===== src/hw/rtl/es2c_pkg.sv =====
// ============================================================================
// es2c_pkg
// Constants, types and the month length table of the calendar converter.
// ============================================================================
package es2c_pkg;

   // calendar constants
   localparam int BASE_YEAR   = 1970;
   localparam int ZONE_RESET  = 28800;
   localparam int SEC_PER_MIN = 60;
   localparam int MIN_PER_HR  = 60;
   localparam int HR_PER_DAY  = 24;
   localparam int DAYS_YEAR   = 365;
   localparam int DAYS_LEAP   = 366;
   localparam int LAST_MONTH  = 11;

   // start phase of the leap-year cycle counters
   localparam int BASE_MOD4   = BASE_YEAR % 4;
   localparam int BASE_MOD100 = BASE_YEAR % 100;
   localparam int BASE_MOD400 = BASE_YEAR % 400;

   // digit-wise division by 60 and 24: q = (v * RECIP) >> RECIP_SHIFT,
   // exact for a dividend of one remainder above one 16-bit digit
   localparam int DIGIT_BITS  = 16;
   localparam int RECIP_BITS  = 24;
   localparam int RECIP_SHIFT = 28;
   localparam int RECIP_60    = (2**RECIP_SHIFT + MIN_PER_HR - 1) / MIN_PER_HR;
   localparam int RECIP_24    = (2**RECIP_SHIFT + HR_PER_DAY - 1) / HR_PER_DAY;

   // result field widths and the total and byte-padded width of rsp_tdata
   localparam int YEAR_BITS  = 12;
   localparam int MONTH_BITS = 4;
   localparam int DAY_BITS   = 5;
   localparam int HOUR_BITS  = 5;
   localparam int MIN_BITS   = 6;
   localparam int SEC_BITS   = 6;
   localparam int ZONE_BITS  = 16;
   localparam int RSP_BITS   = YEAR_BITS + MONTH_BITS + DAY_BITS + HOUR_BITS
                               + MIN_BITS + SEC_BITS;
   localparam int RSP_BYTES_BITS = ((RSP_BITS + 7) / 8) * 8;

   // year tracker control
   typedef struct packed {
      logic restart;   // load the base year
      logic advance;   // step to the next year
   } leap_ctl_type;

   // days in month, month index 0 is January
   function automatic logic [4:0] month_days(input logic leap, input logic [3:0] mon);
      logic [4:0] len;
      begin
         unique case (mon)
            4'd1:    len = leap ? 5'd29 : 5'd28;
            4'd3,
            4'd5,
            4'd8,
            4'd10:   len = 5'd30;
            default: len = 5'd31;
         endcase
         return len;
      end
   endfunction

endpackage


===== src/hw/rtl/es2c_sub.sv =====
// ============================================================================
// es2c_sub
// Shared compare and subtract unit: a >= b and a - b.
// ============================================================================
module es2c_sub #(
   parameter int W = 17
) (
   input  logic [W-1:0] a,
   input  logic [W-1:0] b,
   output logic         ge,
   output logic [W-1:0] diff
);

   logic [W:0] wide;

   // one subtractor, borrow gives the compare
   assign wide = {1'b0, a} - {1'b0, b};
   assign ge   = ~wide[W];
   assign diff = wide[W-1:0];

endmodule


===== src/hw/rtl/es2c_leap.sv =====
// ============================================================================
// es2c_leap
// Year counter with mod 4/100/400 phase counters for the Gregorian leap rule.
// ============================================================================
module es2c_leap
   import es2c_pkg::*;
#(
   parameter int YEAR_W = 16
) (
   input  logic              clock,
   input  logic              reset,
   input  leap_ctl_type      ctl,
   output logic [YEAR_W-1:0] year,
   output logic              leap
);

   logic [YEAR_W-1:0] year_ff, year_in;
   logic [1:0]        mod4_ff, mod4_in;
   logic [6:0]        mod100_ff, mod100_in;
   logic [8:0]        mod400_ff, mod400_in;

   // next year and phase counters
   always_comb begin
      year_in   = year_ff;
      mod4_in   = mod4_ff;
      mod100_in = mod100_ff;
      mod400_in = mod400_ff;
      if (ctl.restart) begin
         year_in   = YEAR_W'(BASE_YEAR);
         mod4_in   = 2'(BASE_MOD4);
         mod100_in = 7'(BASE_MOD100);
         mod400_in = 9'(BASE_MOD400);
      end else if (ctl.advance) begin
         year_in   = year_ff + 1'b1;
         mod4_in   = mod4_ff + 1'b1;
         mod100_in = (mod100_ff == 7'd99)  ? 7'd0 : mod100_ff + 1'b1;
         mod400_in = (mod400_ff == 9'd399) ? 9'd0 : mod400_ff + 1'b1;
      end
   end

   always_ff @(posedge clock) begin
      if (reset) begin
         year_ff   <= YEAR_W'(BASE_YEAR);
         mod4_ff   <= 2'(BASE_MOD4);
         mod100_ff <= 7'(BASE_MOD100);
         mod400_ff <= 9'(BASE_MOD400);
      end else begin
         year_ff   <= year_in;
         mod4_ff   <= mod4_in;
         mod100_ff <= mod100_in;
         mod400_ff <= mod400_in;
      end
   end

   assign year = year_ff;
   assign leap = ((mod4_ff == 2'd0) && (mod100_ff != 7'd0)) || (mod400_ff == 9'd0);

endmodule


===== src/hw/rtl/epoch_seconds_to_calendar.sv =====
// ============================================================================
// epoch_seconds_to_calendar
// Converts seconds since 1970-01-01 UTC plus a zone offset to a civil date and time.
// ============================================================================
// Usage:
//   req_* carries one epoch count per request; rsp_* returns one date per
//   request. csr_wr_en/csr_wr_data set the zone offset in seconds (reset
//   value 28800); the user must write it only while no request is in
//   flight, as the block does not enforce this. One request at a time:
//   req_tready is high only while the sequencer is idle. A request goes
//   through a load step, division by 60, 60 and 24 (each as three 16-bit
//   digits at EPOCH_BITS = 32, with a reciprocal multiply step and a
//   remainder step per digit), the year peel (one whole year per cycle,
//   plus a final compare), up to 12 month steps and an output step. The
//   year peel on the shared compare/subtract unit takes most of its time.
//   The result sits in an output register; the next request is accepted
//   while it waits. If rsp_tready stays low, a second finished result
//   waits in the sequencer until the register frees.
//   Reset is synchronous: it empties the output, idles the sequencer and
//   restores the zone offset.
// ============================================================================
module epoch_seconds_to_calendar
   import es2c_pkg::*;
#(
   parameter int EPOCH_BITS = 32
) (
   input  logic                                clock,
   input  logic                                reset,
   // request: [EPOCH_BITS-1:0] epoch_seconds, zero padded to bytes
   input  logic                                req_tvalid,
   output logic                                req_tready,
   input  logic [((EPOCH_BITS+7)/8)*8-1:0]     req_tdata,
   // response: year[11:0] month[15:12] day[20:16] hour[25:21]
   //           minute[31:26] second[37:32], zero padded to bytes
   output logic                                rsp_tvalid,
   input  logic                                rsp_tready,
   output logic [RSP_BYTES_BITS-1:0]           rsp_tdata,
   // zone offset register
   input  logic                                csr_wr_en,
   input  logic [ZONE_BITS-1:0]                csr_wr_data
);

   localparam int T_W    = EPOCH_BITS + 1;
   localparam int DIG_N  = (T_W + DIGIT_BITS - 1) / DIGIT_BITS;
   localparam int Q_W    = DIG_N * DIGIT_BITS;
   localparam int V_W    = DIGIT_BITS + 6;
   localparam int P_W    = V_W + RECIP_BITS;
   localparam int DAYS_W = EPOCH_BITS - 15;
   localparam int YEAR_W = EPOCH_BITS - 16;
   localparam int CNT_W  = $clog2(DIG_N);

   // sequencer states
   localparam logic [2:0] ST_IDLE   = 3'd0;
   localparam logic [2:0] ST_DIV    = 3'd1;
   localparam logic [2:0] ST_YEAR   = 3'd2;
   localparam logic [2:0] ST_MONTH  = 3'd3;
   localparam logic [2:0] ST_FINISH = 3'd4;

   // division stage select
   localparam logic [1:0] DIV_SEC  = 2'd0;
   localparam logic [1:0] DIV_MIN  = 2'd1;
   localparam logic [1:0] DIV_HR   = 2'd2;

   logic [2:0]           state_ff, state_in;
   logic [ZONE_BITS-1:0] zone_ff;
   logic [Q_W-1:0]       quo_ff, quo_in;
   logic [5:0]           rem_ff, rem_in;
   logic [CNT_W-1:0]     cnt_ff, cnt_in;
   logic                 phase_ff, phase_in;
   logic [DIGIT_BITS-1:0] qdig_ff, qdig_in;
   logic [1:0]           sel_ff, sel_in;
   logic [SEC_BITS-1:0]  sec_ff, sec_in;
   logic [MIN_BITS-1:0]  min_ff, min_in;
   logic [HOUR_BITS-1:0] hr_ff, hr_in;
   logic [DAYS_W-1:0]    days_ff, days_in;
   logic [3:0]           mon_ff, mon_in;
   logic                 rsp_valid_ff, rsp_valid_in;
   logic [RSP_BYTES_BITS-1:0] rsp_data_ff, rsp_data_in;

   logic [DAYS_W-1:0]    alu_a, alu_b, alu_diff;
   logic                 alu_ge;
   logic [V_W-1:0]       div_v, div_qw, div_qd, div_r;
   logic [RECIP_BITS-1:0] recip;
   logic [P_W-1:0]       div_prod;
   logic [DIGIT_BITS-1:0] div_q;
   logic                 div_last;
   logic [YEAR_W-1:0]    year;
   logic                 leap;
   leap_ctl_type         leap_ctl;
   logic                 req_fire, out_free;

   assign req_fire = req_tvalid && req_tready;
   assign out_free = !rsp_valid_ff || rsp_tready;
   assign div_last = (cnt_ff == CNT_W'(DIG_N - 1));

   // one digit of the division by 60 or 24: reciprocal multiply for the
   // quotient digit, then remainder from the registered digit
   assign div_v    = {rem_ff, quo_ff[Q_W-1 -: DIGIT_BITS]};
   assign recip    = (sel_ff == DIV_HR) ? RECIP_BITS'(RECIP_24) : RECIP_BITS'(RECIP_60);
   assign div_prod = P_W'(div_v) * P_W'(recip);
   assign div_q    = div_prod[RECIP_SHIFT +: DIGIT_BITS];
   assign div_qw   = V_W'(qdig_ff);
   // 24 q = 16 q + 8 q, 60 q = 64 q - 4 q
   assign div_qd   = (sel_ff == DIV_HR) ? ((div_qw << 4) + (div_qw << 3))
                                        : ((div_qw << 6) - (div_qw << 2));
   assign div_r    = div_v - div_qd;

   // operand select for the shared unit
   always_comb begin
      unique case (state_ff)
         ST_YEAR: begin
            alu_a = days_ff;
            alu_b = leap ? DAYS_W'(DAYS_LEAP) : DAYS_W'(DAYS_YEAR);
         end
         ST_MONTH: begin
            alu_a = days_ff;
            alu_b = DAYS_W'(month_days(leap, mon_ff));
         end
         default: begin
            alu_a = days_ff;
            alu_b = '0;
         end
      endcase
   end

   es2c_sub #(.W(DAYS_W)) u_sub (
      .a    (alu_a),
      .b    (alu_b),
      .ge   (alu_ge),
      .diff (alu_diff)
   );

   es2c_leap #(.YEAR_W(YEAR_W)) u_leap (
      .clock (clock),
      .reset (reset),
      .ctl   (leap_ctl),
      .year  (year),
      .leap  (leap)
   );

   // sequencer
   always_comb begin
      state_in     = state_ff;
      quo_in       = quo_ff;
      rem_in       = rem_ff;
      cnt_in       = cnt_ff;
      phase_in     = phase_ff;
      qdig_in      = qdig_ff;
      sel_in       = sel_ff;
      sec_in       = sec_ff;
      min_in       = min_ff;
      hr_in        = hr_ff;
      days_in      = days_ff;
      mon_in       = mon_ff;
      rsp_valid_in = rsp_valid_ff && !rsp_tready;
      rsp_data_in  = rsp_data_ff;
      leap_ctl     = '0;
      unique case (state_ff)
         ST_IDLE: begin
            if (req_fire) begin
               quo_in   = Q_W'(req_tdata[EPOCH_BITS-1:0]) + Q_W'(zone_ff);
               rem_in   = '0;
               cnt_in   = '0;
               phase_in = 1'b0;
               sel_in   = DIV_SEC;
               leap_ctl.restart = 1'b1;
               state_in = ST_DIV;
            end
         end
         ST_DIV: begin
            if (!phase_ff) begin
               // quotient digit from the top digit and running remainder
               qdig_in  = div_q;
               phase_in = 1'b1;
            end else begin
               // remainder carries on, quotient digit shifts in at the bottom
               phase_in = 1'b0;
               quo_in   = {quo_ff[Q_W-DIGIT_BITS-1:0], qdig_ff};
               rem_in   = div_r[5:0];
               cnt_in   = cnt_ff + 1'b1;
               if (div_last) begin
                  cnt_in = '0;
                  rem_in = '0;
                  unique case (sel_ff)
                     DIV_SEC: begin
                        sec_in = div_r[5:0];
                        sel_in = DIV_MIN;
                     end
                     DIV_MIN: begin
                        min_in = div_r[5:0];
                        sel_in = DIV_HR;
                     end
                     default: begin
                        hr_in    = div_r[4:0];
                        days_in  = quo_in[DAYS_W-1:0];
                        state_in = ST_YEAR;
                     end
                  endcase
               end
            end
         end
         ST_YEAR: begin
            // peel one whole year per cycle
            if (alu_ge) begin
               days_in          = alu_diff;
               leap_ctl.advance = 1'b1;
            end else begin
               mon_in   = '0;
               state_in = ST_MONTH;
            end
         end
         ST_MONTH: begin
            if (alu_ge && (mon_ff < 4'(LAST_MONTH))) begin
               days_in = alu_diff;
               mon_in  = mon_ff + 1'b1;
            end else begin
               state_in = ST_FINISH;
            end
         end
         ST_FINISH: begin
            if (out_free) begin
               rsp_valid_in = 1'b1;
               rsp_data_in  = RSP_BYTES_BITS'({sec_ff, min_ff, hr_ff,
                                               days_ff[4:0] + 5'd1,
                                               mon_ff + 4'd1,
                                               year[YEAR_BITS-1:0]});
               state_in     = ST_IDLE;
            end
         end
         default: state_in = ST_IDLE;
      endcase
   end

   // control registers
   always_ff @(posedge clock) begin
      if (reset) begin
         state_ff     <= ST_IDLE;
         rsp_valid_ff <= 1'b0;
         zone_ff      <= ZONE_BITS'(ZONE_RESET);
      end else begin
         state_ff     <= state_in;
         rsp_valid_ff <= rsp_valid_in;
         if (csr_wr_en) begin
            zone_ff <= csr_wr_data;
         end
      end
   end

   // datapath registers
   always_ff @(posedge clock) begin
      quo_ff      <= quo_in;
      rem_ff      <= rem_in;
      cnt_ff      <= cnt_in;
      phase_ff    <= phase_in;
      qdig_ff     <= qdig_in;
      sel_ff      <= sel_in;
      sec_ff      <= sec_in;
      min_ff      <= min_in;
      hr_ff       <= hr_in;
      days_ff     <= days_in;
      mon_ff      <= mon_in;
      rsp_data_ff <= rsp_data_in;
   end

   assign req_tready = (state_ff == ST_IDLE);
   assign rsp_tvalid = rsp_valid_ff;
   assign rsp_tdata  = rsp_data_ff;

endmodule


===== config.mk =====
export PLATFORM = sky130hd
export DESIGN_NAME = epoch_seconds_to_calendar
export DESIGN_NICKNAME = d
export VERILOG_FILES = /design/src/hw/rtl/es2c_pkg.sv /design/src/hw/rtl/es2c_sub.sv /design/src/hw/rtl/es2c_leap.sv /design/src/hw/rtl/epoch_seconds_to_calendar.sv
export SDC_FILE = /design/constraint.sdc
export NUM_CORES = 1
export LEC_CHECK = 0
export ABC_CLOCK_PERIOD_IN_PS = 13550
export BUFFER_PORTS_ARGS = -buffer_cell sky130_fd_sc_hd__buf_2
export CORE_UTILIZATION = 40
export CTS_CLUSTER_DIAMETER = 120
export DETAILED_ROUTE_END_ITERATION = 10
export PLACE_DENSITY_LB_ADDON = 0.1
export REMOVE_ABC_BUFFERS = 1
export SYNTH_ARGS = -nofsm -noshare
export SYNTH_HDL_FRONTEND = slang
export SYNTH_SLANG_ARGS = --single-unit

===== constraint.sdc =====
create_clock -name clock -period 13.55 [get_ports clock]
set_input_delay 0.6775 -clock clock [delete_from_list [all_inputs] [get_ports clock]]
set_output_delay 0.6775 -clock clock [all_outputs]
set_load 0.01 [all_outputs]

### After elaboration in Yosys (flattened, before gate mapping)

Index checks and enable logic that the tools add are counted.

* register bits: 205
* logic and storage cells: 139

* add/subtract/negate cells: 12
* $mul: 1
* magnitude comparators: 1
* eq/ne operators: 24
* mux-type cells: 49
* bitwise logic cells: 3
* reductions and logical operators: 30

Operators with widths (number)
* $mux 48: 2
* $pmux 48 s2: 1
* $mux 17: 5
* $pmux 17 s3: 1
* $mul 22x24->44: 1
* $pmux 17 s2: 1
* $add 32x16->33: 1
* $mux 24: 1
* $mux 6: 4
* $mux 3: 7
* $sub 17x17->18: 1
* $add 16x1->16 const B: 1
* $pmux 2 s2: 4
* $pmux 3 s5: 1
* $ne 2x2->1 const B: 7
* $mux 2: 6
* $pmux 6 s2: 1
* $reduce_and 4->1: 3
* $add 9x1->9 const B: 1
* $eq 9x9->1 const B: 1
* $logic_not 9->1: 1
* $mux 1: 9
* $mux 9: 1
* $eq 4x4->1 const B: 2
* other kinds (39): 57

### Longest topological paths before layout

Gate-level depths: netlist of run 1.

* word-level depth: 11
* gate-level depth with buffers: 27
* depth with buffers taken out: 26

### Modules after synthesis

From an unflattened synthesis of run 1, not the netlist that was laid out.

* cells, all modules: 1796
* area, all modules: 18366.4 um^2

Modules (own cells, without submodules)
* epoch_seconds_to_calendar: times used 1, cells each 1470, area each 15831.4 um^2, seq. area each 4934.7 um^2
* es2c_leap: times used 1, cells each 191, area each 1621.6 um^2, seq. area each 680.7 um^2
* es2c_sub: times used 1, cells each 135, area each 913.4 um^2, seq. area each 0.0 um^2

### Worst setup path before layout of run 1

OpenSTA, ideal clock, no wires.

* kind: reg2reg
* start: reg sel_ff[0]
* end: reg qdig_ff[15] (data pin)
* setup time: 0.158 ns
* arrival: 6.919 ns
* data required time: 13.392 ns
* slack: 6.473 ns
* stages on the path, launching flop included: 25
* path buffers: 2
* period minus slack after synthesis: 7.077 ns
* cell sequence: edfxtp_1 nand2b_1 clkbuf_1 clkbuf_1 a21o_1 ha_1 inv_1 fa_1 inv_1 fa_1 fa_1 fa_1 fa_1 inv_1 fa_1 inv_1 ha_1 nand4_1 nor2_1 a32o_1 nor4b_2 a21oi_1 or3_1 a2111o_1 o211ai_1

* cells in the longest elaborated chain, start to end: 3

RTL lines
* start: declaration: line epoch_seconds_to_calendar.sv:71 `logic [1:0] sel_ff, sel_in;`
* start signal: assignment: line epoch_seconds_to_calendar.sv:256 `sel_ff <= sel_in;`
* $eq 2x2->1: line epoch_seconds_to_calendar.sv:99 `assign recip = (sel_ff == DIV_HR) ? RECIP_BITS'(RECIP_24) : RECIP_BITS'(RECIP_60);`
* $mux 24: line epoch_seconds_to_calendar.sv:99
* $mul 22x24->44: line epoch_seconds_to_calendar.sv:100 `assign div_prod = P_W'(div_v) * P_W'(recip);`
* via div_prod[43]: line epoch_seconds_to_calendar.sv:84 `logic [P_W-1:0] div_prod;`
* end signal: assignment: line epoch_seconds_to_calendar.sv:255 `qdig_ff <= qdig_in;`
* end: declaration: line epoch_seconds_to_calendar.sv:70 `logic [DIGIT_BITS-1:0] qdig_ff, qdig_in;`

The timed path passes the listed nets, and every way through them passes these cells.
A chain may end at the register's enable or synchronous reset.

### Worst setup path after layout of run 1

* start: reg sel_ff[0]
* end: reg qdig_ff[5] (data pin)

The elaborated chain is that of the path after synthesis.

==> impl_results.md, run 1 <==
- Chip width: 213 um
- Synthesized cell area: 17800 um2
- Worst hold endpoint: zone_ff[14]$_SDFFE_PP1P_
- Slew HR: 22.3%
- WS Path Type: reg -> reg
- H-tree levels: 1
- RSZ-0062 raised after global routing: no
- Final Hold Vio Count: 0
- Hold-fix buffers, CTS: 0
- Worst hold slack: 353 ps
- Filler instances: 4173
- Post-synth top area share: 25.4%
- ANT nets after route: 0
- FF-to-FF path depth: 21
- Overflow after GRT: 0
- Xor and xnor area share after synthesis: 3.93%
- FFs w/ async S/R, synth: 0%
- Clk root buf: clkbuf_16
- Clk_lat worst skew: 530 ps
- Post-synth top cells: 316 x inv_1, 199 x ha_1, 187 x fa_1
- Post-DP HPWL: 35100 um
- Yosys warning total: 0
- Adder-Cell Fraction of Synth Area: 35.0%
- Fin crit period: 8420 ps
- Via Count: 12100
- Worst EP required: 13820 ps
- CTS tree: done
- Layout cells sized above 1: 8.68%
- Routed wire per std cell: 17.3 um
- Min-Delay Startpoint: csr_wr_data[14]
- Clk_skew: 23.1 ps
- Tightest Pin Transition: 1170 ps
- Register bit total from synthesis: 201
- Slew Limit Fails: 0
- Most common cell in the netlist: inv_1
- Synth Flop Type: edfxtp_1
- Register-to-register setup slack: 5130 ps
- Nets: 2276
- Avg Inst Size Synth: 10.3 um2
- Layout Utilization: 45.6%
- Initial antenna violation count: 0
- Clk buf depth: 3
- Reg-to-reg endpoint: qdig_ff[5]$_DFFE_PP_
- Row Count: 76
- Routed wire length: 42200 um
- Run status: finished clean
- Largest family of logic cells by synthesized area: adder cells
- DR DRC count: 0
- Area growth, synth to finish: 11.1%
- TritonCTS buffer count: 24
- Fin worst setup slack: 5130 ps
- Vias per cell: 4.95
- # setup viols final: 0
- Fmax: 119 MHz
- Clock-pin slew on the worst setup and hold paths: 60 ps
- Synth area leaders: edfxtp_1 25%, fa_1 21%, ha_1 14%
- Max-cap violation count: 0
- Pre-CTS setup slack: 5200 ps
- Yosys top cell by area: edfxtp_1
- Startpoint types: register
- Total track usage: 19.6%
- Post-cts sizing count: 0
- DRT Pass-1 Iters: 5
- Port bufs: 92
- Mapped Cells: 1732
- Post-synthesis mux area share: 0.787%
- Post-synth EDFFs: 151
- Io pins: 95
- Initial Util: 41.0%
- Worst r2r src: sel_ff[0]$_SDFFCE_PN0P_
- Simple-gate share of the synthesized area: 12.2%
- Synth Area in Compound Gates: 9.20%
- DRT iter0 DRCs: 661
- Arr. time, crit path: 8690 ps
- Ant diodes: 0
- Setup TNS: 0 ps
- Nature of the critical path endpoint: register
- Clk sinks: 201
- Worst Hold Class: in -> reg
- Seq/Total Area, Yosys: 31.1%
- CP Max Fanout: 27
- Hold Crit Depth: 2
- Placer Congestion: 0.895
- Die height: 213 um
- Distinct cells, synth: 73
- Vias in the first global route: 12600
- Global-route wire length before repair: 68500 um
- Die area: 45400 um2
- Largest net degree at the start of global routing: 57
- # Post-CTS Setup Buffers: 0
- Tcrit/Tclk final: 62.2%
- CORE AREA: 43500 um2
-- flip-flops by register name, summed over array words and instances, names as in the netlist --
| signal | cells |
|---|---|
| rsp_tdata | 38 |
| qdig_ff | 16 |
| mon_ff | 4 |
| sel_ff | 2 |
| sec_ff | 6 |
| u_leap.mod100_ff | 7 |
| hr_ff | 5 |
| u_leap.mod400_ff | 9 |
| rem_ff | 6 |
| zone_ff | 16 |
| state_ff | 3 |
| quo_ff | 48 |
| u_leap.year | 12 |
| cnt_ff | 2 |
| phase_ff | 1 |
| alu_a | 17 |
| min_ff | 6 |
| u_leap.mod4_ff | 2 |
| rsp_tvalid | 1 |
-- cell families after synthesis --
| group | after synthesis |
|---|---|
| buffers and inverters | 364 |
| AND/OR/NAND/NOR | 427 |
| AO/OA/AOI/OAI | 258 |
| adder cells (fa/ha/maj) | 386 |
| multiplexers | 14 |
| other | 2 |
| XOR/XNOR | 80 |
| flip-flops | 201 |
-- cell usage in the layout (no fill, tap or decap), types with 5 or more instances in the layout --
cell type,synthesis,routed
inv_1,316,316
ha_1,199,199
fa_1,187,187
edfxtp_1,151,151
nor2_1,113,112
buf_2,3,92
nand2_1,91,91
a21oi_1,66,66
o21ai_0,65,65
dfxtp_1,50,50
xnor2_1,47,47
xor2_1,33,33
nand3_1,32,32
and3_1,33,32
and2_1,28,28
conb_1,2,28
a21o_1,26,26
clkbuf_16,0,25
nor3_1,24,23
nand4_1,20,20
o31ai_1,19,19
nor2b_1,18,18
a31oi_1,15,15
nor4_1,14,14
mux2i_1,14,14
o21a_1,12,12
nand2b_1,10,10
o211ai_1,9,9
nor3b_1,9,9
or3_1,9,9
buf_4,3,8
or2_2,7,7
a211oi_1,7,7
and4_1,5,5
a211o_1,5,5
-- metal layers --
layer  track usage (%)  part of all wire [%]  vias up
li1                  -                     -     5998
met1              27.6                    49     5770
met2              31.4                    44      256
met3              2.90                   4.1       59
met4              5.41                   2.8        0
met5                 0                     0        -
-- critical path, stage by stage, from the launching register on --
cell,delay (ps)
edfxtp_1,450
nand2b_1,720
a21o_1,390
ha_1,300
inv_1,90
fa_1,600
inv_1,70
fa_1,620
fa_1,520
fa_1,530
fa_1,550
inv_1,60
fa_1,520
inv_1,40
ha_1,330
nand4_1,200
nor4_1,450
and2_1,190
o2111ai_1,420
a21boi_0,670
o21ai_0,230
xnor2_1,180
-- how the worst max path moves through the flow --
stage          depth (start not counted)                    start                     to
2_1_floorplan                         24  sel_ff[1]$_SDFFCE_PN0P_  qdig_ff[15]$_DFFE_PP_
3_3_place_gp                          21  sel_ff[0]$_SDFFCE_PN0P_   qdig_ff[5]$_DFFE_PP_
3_5_place_dp                          21  sel_ff[0]$_SDFFCE_PN0P_   qdig_ff[5]$_DFFE_PP_
4_1_cts                               21  sel_ff[0]$_SDFFCE_PN0P_   qdig_ff[5]$_DFFE_PP_
5_1_grt                               21  sel_ff[0]$_SDFFCE_PN0P_   qdig_ff[5]$_DFFE_PP_
6_report                              21  sel_ff[0]$_SDFFCE_PN0P_   qdig_ff[5]$_DFFE_PP_
-- area by class of cell --
class                           instances  area, um2  share of cell area [%]
Multi-Input combinational cell       1193      11000                    55.5
Clock inverter                         13        156                   0.790
Timing Repair Buffer                  100        520                    2.63
Clock buffer                           31        668                    3.37
Tap cell                              585        732                    3.70
Inverter                              317       1190                    6.01
Sequential cell                       201       5540                    28.0
-- per-stage QoR --
stage	instance area (um2)	instances
after floorplan	17700	1711
after global placement	19000	2396
after detailed placement	19000	2396
after CTS	19800	2440
after global routing	19800	2440
final	19800	2440
Power of run 1 is left out: the tool's default activity adds up to more than one toggle a clock period on the data nets, which glitch-free logic cannot reach.
==> run 2: changes to the inputs <==
--- a/config.mk
+++ b/config.mk
@@ -5,7 +5,7 @@
 export SDC_FILE = /design/constraint.sdc
 export NUM_CORES = 1
 export LEC_CHECK = 0
-export ABC_CLOCK_PERIOD_IN_PS = 13550
+export ABC_CLOCK_PERIOD_IN_PS = 7200
 export BUFFER_PORTS_ARGS = -buffer_cell sky130_fd_sc_hd__buf_2
 export CORE_UTILIZATION = 40
 export CTS_CLUSTER_DIAMETER = 120
==> constraint.sdc (replaced) <==
create_clock -name clock -period 7.2 [get_ports clock]
set_input_delay 0.36 -clock clock [delete_from_list [all_inputs] [get_ports clock]]
set_output_delay 0.36 -clock clock [all_outputs]
set_load 0.01 [all_outputs]
==> impl_results.md, run 2 (synthesized netlist as in run 1, its figures left out) <==
- Placer Congestion: 0.887 (-0.97%)
- Overflow after GRT: 0 (unchanged)
- Clk_lat worst skew: 530 ps (about the same)
- WS Path Type: reg -> reg
- Grt peak-use layer: met2
- Chip width: 213 um (unchanged)
- DRT Pass-1 Iters: 4 (-1)
- Worst EP required: 7570 ps (-6250 ps)
- Most frequent cells in the layout: 301 x inv_1, 181 x ha_1, 169 x fa_1, 151 x edfxtp_1, 121 x buf_4
- Clk sinks: 201 (unchanged)
- # setup viols final: 0 (unchanged)
- Die height: 213 um (unchanged)
- Min-Delay Startpoint: csr_wr_data[13]
- Met3 Use GR: 2.19% (-0.71 points)
- Max-cap violation count: 0 (unchanged)
- Arr. time, crit path: 7480 ps (-1210 ps)
- Row Count: 76 (unchanged)
- Post-DP HPWL: 36000 um (+2.6%)
- CP Max Fanout: 6 (-78%)
- Placed inst area: 19800 um2 (+4.4%)
- Initial antenna violation count: 0 (unchanged)
- Port bufs: 92 (unchanged)
- WP buf/inv: 10 (+6)
- Tightest Pin Transition: 1090 ps (-77.3 ps)
- Final Hold Vio Count: 0 (unchanged)
- Clk root buf: clkbuf_16
- CTS tree: done
- Initial Util: 41.0% (unchanged)
- Worst hold slack: 33.8 ps (-319 ps)
- Met1 Use GR: 28.3% (+0.71 points)
- Fin crit period: 7100 ps (-1320 ps)
- Worst Hold Class: in -> reg
- Fmax: 141 MHz (+19%)
- Io pins: 95 (unchanged)
- Setup TNS: 0 ps (unchanged)
- Startpoint types: register
- Top cell family by delay on the critical path: adder cells
- Layout cells sized above 1: 18.1% (+9.4 points)
- Pre-CTS setup slack: -112 ps (-5310 ps)
- Clk_skew: 16.7 ps (-6.38 ps)
- Slew Limit Fails: 0 (unchanged)
- Met2 usage: 30.7% (-0.72 points)
- Fin worst setup slack: 96.9 ps (-5030 ps)
- Most used cell along the critical path: fa_1
- Max stage delay cell, worst path: fa_2
- Largest Register: quo_ff
- Vias per cell: 4.88 (-1.5%)
- TritonCTS buffer count: 24 (unchanged)
- Area growth, synth to finish: 18.4%
- Clk buf depth: 3 (unchanged)
- Ant diodes: 0 (unchanged)
- CORE AREA: 43500 um2 (unchanged)
- Run status: finished clean
- DRT iter0 DRCs: 458 (-31%)
- Via Count: 12500 (+3.3%)
- Nature of the critical path endpoint: register
- Routed wire per std cell: 17.1 um (-1.2%)
- Max reg flops: 48 (unchanged)
- Die area: 45400 um2 (unchanged)
- CP max stage delay: 580 ps (-140 ps)
- RSZ-0062 raised after global routing: yes
- ANT nets after route: 0 (unchanged)
- Filler instances: 4060 (-2.7%)
- Commonest non-fill, non-tap cell in the layout: inv_1
- Setup crit start: sel_ff[1]$_SDFFCE_PN0P_
- Slew HR: 27.2% (+4.9 points)
- Global-route wire length before repair: 68500 um (about the same)
- Tcrit/Tclk final: 98.7% (+36 points)
- Clock-pin slew on the worst setup and hold paths: 60 ps (about the same)
- H-tree levels: 1 (unchanged)
- Largest net degree at the start of global routing: 57 (unchanged)
- DR DRC count: 0 (unchanged)
- Final Cell Area: 21100 um2 (+6.6%)
- Nets: 2397 (+5.3%)
- Worst r2r src: sel_ff[1]$_SDFFCE_PN0P_
- Routed wire length: 43800 um (+3.7%)
- Total track usage: 19.5% (-0.061 points)
- Vias in the first global route: 12800 (+1.7%)
==> run 2: what timing repair did <==
item	4_1_cts	5_1_grt
gates cloned	0	3
resized for setup	10	80
setup buffers	0	11
hold endpoints to repair	0	0
setup endpoints to repair	5	14
pin swaps	9	65
hold buffers	0	0
==> run 2: path summary, 6_finish.rpt <==
check	to	slack [ps]	cells after the start
max	qdig_ff[15]$_DFFE_PP_	100	29
min	zone_ff[13]$_SDFFE_PP1P_	30	2
max reg2reg	qdig_ff[15]$_DFFE_PP_	100	29
min reg2reg	rsp_tdata[23]$_DFFE_PP_	420	0
==> run 2: worst register-to-register path, delay by kind of cell (launching register included) <==
family          cells  cell delay, ps
compound gates      6            1050
simple gates        5             860
buf+inv            10            1020
flops               1             400
fa+ha+maj           8            3600
==> run 2: per-stage QoR <==
| stage | instances | utilization [%] |
|---|---|---|
| after floorplan | 1711 | - |
| after global placement | 2503 | 45.6 |
| after detailed placement | 2503 | 45.6 |
| after CTS | 2546 | 47.4 |
| after global routing | 2560 | 48.6 |
| final | 2560 | 48.6 |
==> run 2: per-layer routing <==
layer  vias up  routed length (um)
li1       6235                   -
met1      5998               21700
met2       191               19400
met3        60                1290
met4         0                1370
met5         -                   0
==> run 2: layout make-up <==
class                           count  area, um2  area share [%]
Multi-Input combinational cell   1193      11400            53.9
Sequential cell                   201       5540            26.2
Timing Repair Buffer              221       1510            7.17
Inverter                          317       1190            5.64
Tap cell                          585        732            3.47
Clock buffer                       28        637            3.02
Clock inverter                     15        113           0.534
Power of run 2 is left out for the same reason.
==> run 3: changes to the inputs <==
--- a/config.mk
+++ b/config.mk
@@ -8,6 +8,7 @@
 export ABC_CLOCK_PERIOD_IN_PS = 7200
 export BUFFER_PORTS_ARGS = -buffer_cell sky130_fd_sc_hd__buf_2
 export CORE_UTILIZATION = 40
+export CTS_BUF_LIST = sky130_fd_sc_hd__clkbuf_4 sky130_fd_sc_hd__clkbuf_8
 export CTS_CLUSTER_DIAMETER = 120
 export DETAILED_ROUTE_END_ITERATION = 10
 export PLACE_DENSITY_LB_ADDON = 0.1
==> impl_results.md, run 3 (synthesized netlist as in run 1, its figures left out) <==
- Run status: finished clean
- Port bufs: 92 (unchanged)
- Post-DP HPWL: 36000 um (unchanged)
- Max stage delay cell, worst path: fa_1
- Slew Limit Fails: 0 (unchanged)
- ANT nets after route: 0 (unchanged)
- Pre-CTS setup slack: -112 ps (unchanged)
- CORE AREA: 43500 um2 (unchanged)
- WS Path Type: reg -> reg
- Layout cells sized above 1: 19.1% (+1.0 points)
- Startpoint types: register
- Setup TNS: 0 ps (unchanged)
- Clk buf depth: 3 (unchanged)
- Most used cell along the critical path: fa_1
- DR DRC count: 0 (unchanged)
- Nets: 2416 (+0.79%)
- Max reg flops: 48 (unchanged)
- Worst hold slack: 36.8 ps (+3.01 ps)
- Row Count: 76 (unchanged)
- Fin crit period: 7040 ps (-65.3 ps)
- Global-route wire length before repair: 68800 um (+0.53%)
- Filler instances: 4088 (+0.69%)
- Vias in the first global route: 13000 (+1.3%)
- RSZ-0062 raised after global routing: yes
- Slew HR: 26.4% (-0.72 points)
- CTS tree: done
- Clk root buf: clkbuf_8
- Layout Utilization: 48.6% (+0.063 points)
- Routed wire length: 43900 um (+0.18%)
- Placer Congestion: 0.887 (unchanged)
- Via Count: 12600 (+0.77%)
- Die area: 45400 um2 (unchanged)
- Max-cap violation count: 0 (unchanged)
- Initial Util: 41.0% (unchanged)
- Ant diodes: 0 (unchanged)
- Total track usage: 19.7% (+0.19 points)
- DRT iter0 DRCs: 454 (-0.87%)
- Area growth, synth to finish: 18.6%
- Largest net degree at the start of global routing: 57 (unchanged)
- Vias per cell: 4.85 (-0.48%)
- TritonCTS buffer count: 40 (+67%)
- Worst Hold Class: in -> reg
- Tightest Pin Transition: 1100 ps (+10.8 ps)
- # setup viols final: 0 (unchanged)
- Arr. time, crit path: 7420 ps (-60 ps)
- CP Max Fanout: 11 (+5)
- Worst EP required: 7590 ps (+20 ps)
- Tcrit/Tclk final: 97.7% (-0.91 points)
- DRT Pass-1 Iters: 4 (unchanged)
- Clk_skew: 53.8 ps (+37.1 ps)
- H-tree levels: 2 (+1)
- Most frequent cells in the layout: 299 x inv_1, 184 x ha_1, 169 x fa_1, 151 x edfxtp_1, 122 x buf_4
- CP max stage delay: 570 ps (about the same)
- Clock-pin slew on the worst setup and hold paths: 60 ps (about the same)
- Clk_lat worst skew: 560 ps (+30 ps)
- Die height: 213 um (unchanged)
- Routed wire per std cell: 16.9 um (-1.1%)
- Fin worst setup slack: 162 ps (+65.3 ps)
- Io pins: 95 (unchanged)
- Nature of the critical path endpoint: register
- Overflow after GRT: 0 (unchanged)
- Final Hold Vio Count: 0 (unchanged)
- Chip width: 213 um (unchanged)
- Clk sinks: 201 (unchanged)
- Commonest non-fill, non-tap cell in the layout: inv_1
- Initial antenna violation count: 0 (unchanged)
- Fmax: 142 MHz (+0.93%)
- Largest Register: quo_ff
[run 3: cell count changes in the layout (fill, tap and decap cells not counted), moves of 3 or more]
cell           before  now
ha_1              181  184
clkbuf_16          27    1
clkbuf_1            3    0
and2_4              5    8
clkbuf_4            0   10
clkbuf_8            0   45
dlygate4sd3_1       0    4
clkinv_1            3    9
[run 3: worst max-delay path, delay by kind of cell (launching register included)]
| kind | cells | cell delay (ps) |
|---|---|---|
| adders and majority gates | 8 | 3660 |
| buffers and inverters | 9 | 910 |
| and+or+nand+nor | 5 | 870 |
| AOI/OAI and AO/OA | 6 | 1010 |
| DFF | 1 | 400 |
[run 3: final timing paths]
check             depth (start not counted)                    start                 endpoint  slack [ps]
setup / recovery                         28  sel_ff[1]$_SDFFCE_PN0P_    qdig_ff[15]$_DFFE_PP_         160
hold / removal                            3           csr_wr_data[6]  zone_ff[6]$_SDFFE_PP0P_          40
setup reg to reg                         28  sel_ff[1]$_SDFFCE_PN0P_    qdig_ff[15]$_DFFE_PP_         160
hold reg to reg                           0       hr_ff[2]$_DFFE_PP_  rsp_tdata[23]$_DFFE_PP_         410
[run 3: what timing repair did]
action | 4_1_cts | 5_1_grt
buffers inserted | 1 | 10
pin swaps | 12 | 57
gates resized for setup | 12 | 80
setup endpoints to repair | 5 | 14
cloned | 0 | 2
hold buffers | 4 | 0
hold endpoints to repair | 4 | 0
[run 3: routing by layer]
layer / up-vias / track usage [%] / routed length [um]
met2: 207 / 30.6 / 19200
li1: 6273 / - / -
met5: - / 0 / 0
met4: 0 / 6.67 / 1460
met3: 70 / 2.71 / 1370
met1: 6030 / 28.2 / 21800
[run 3: area by class of cell]
class,count,area [um2],area share (%)
multi-input combinational,1193,11400,53.8
sequential,201,5540,26.2
clock inverter,17,83.8,0.397
timing repair buffer,224,1520,7.21
tap,585,732,3.46
clock buffer,55,694,3.29
inverter,317,1190,5.63
[run 3: per-stage QoR]
step,instance area (um2),instances
2_1_floorplan,17700,1711
3_3_place_gp,19800,2503
3_5_place_dp,19800,2503
4_1_cts,20700,2580
5_1_grt,21100,2592
6_report,21100,2592
Power of run 3 is left out for the same reason.
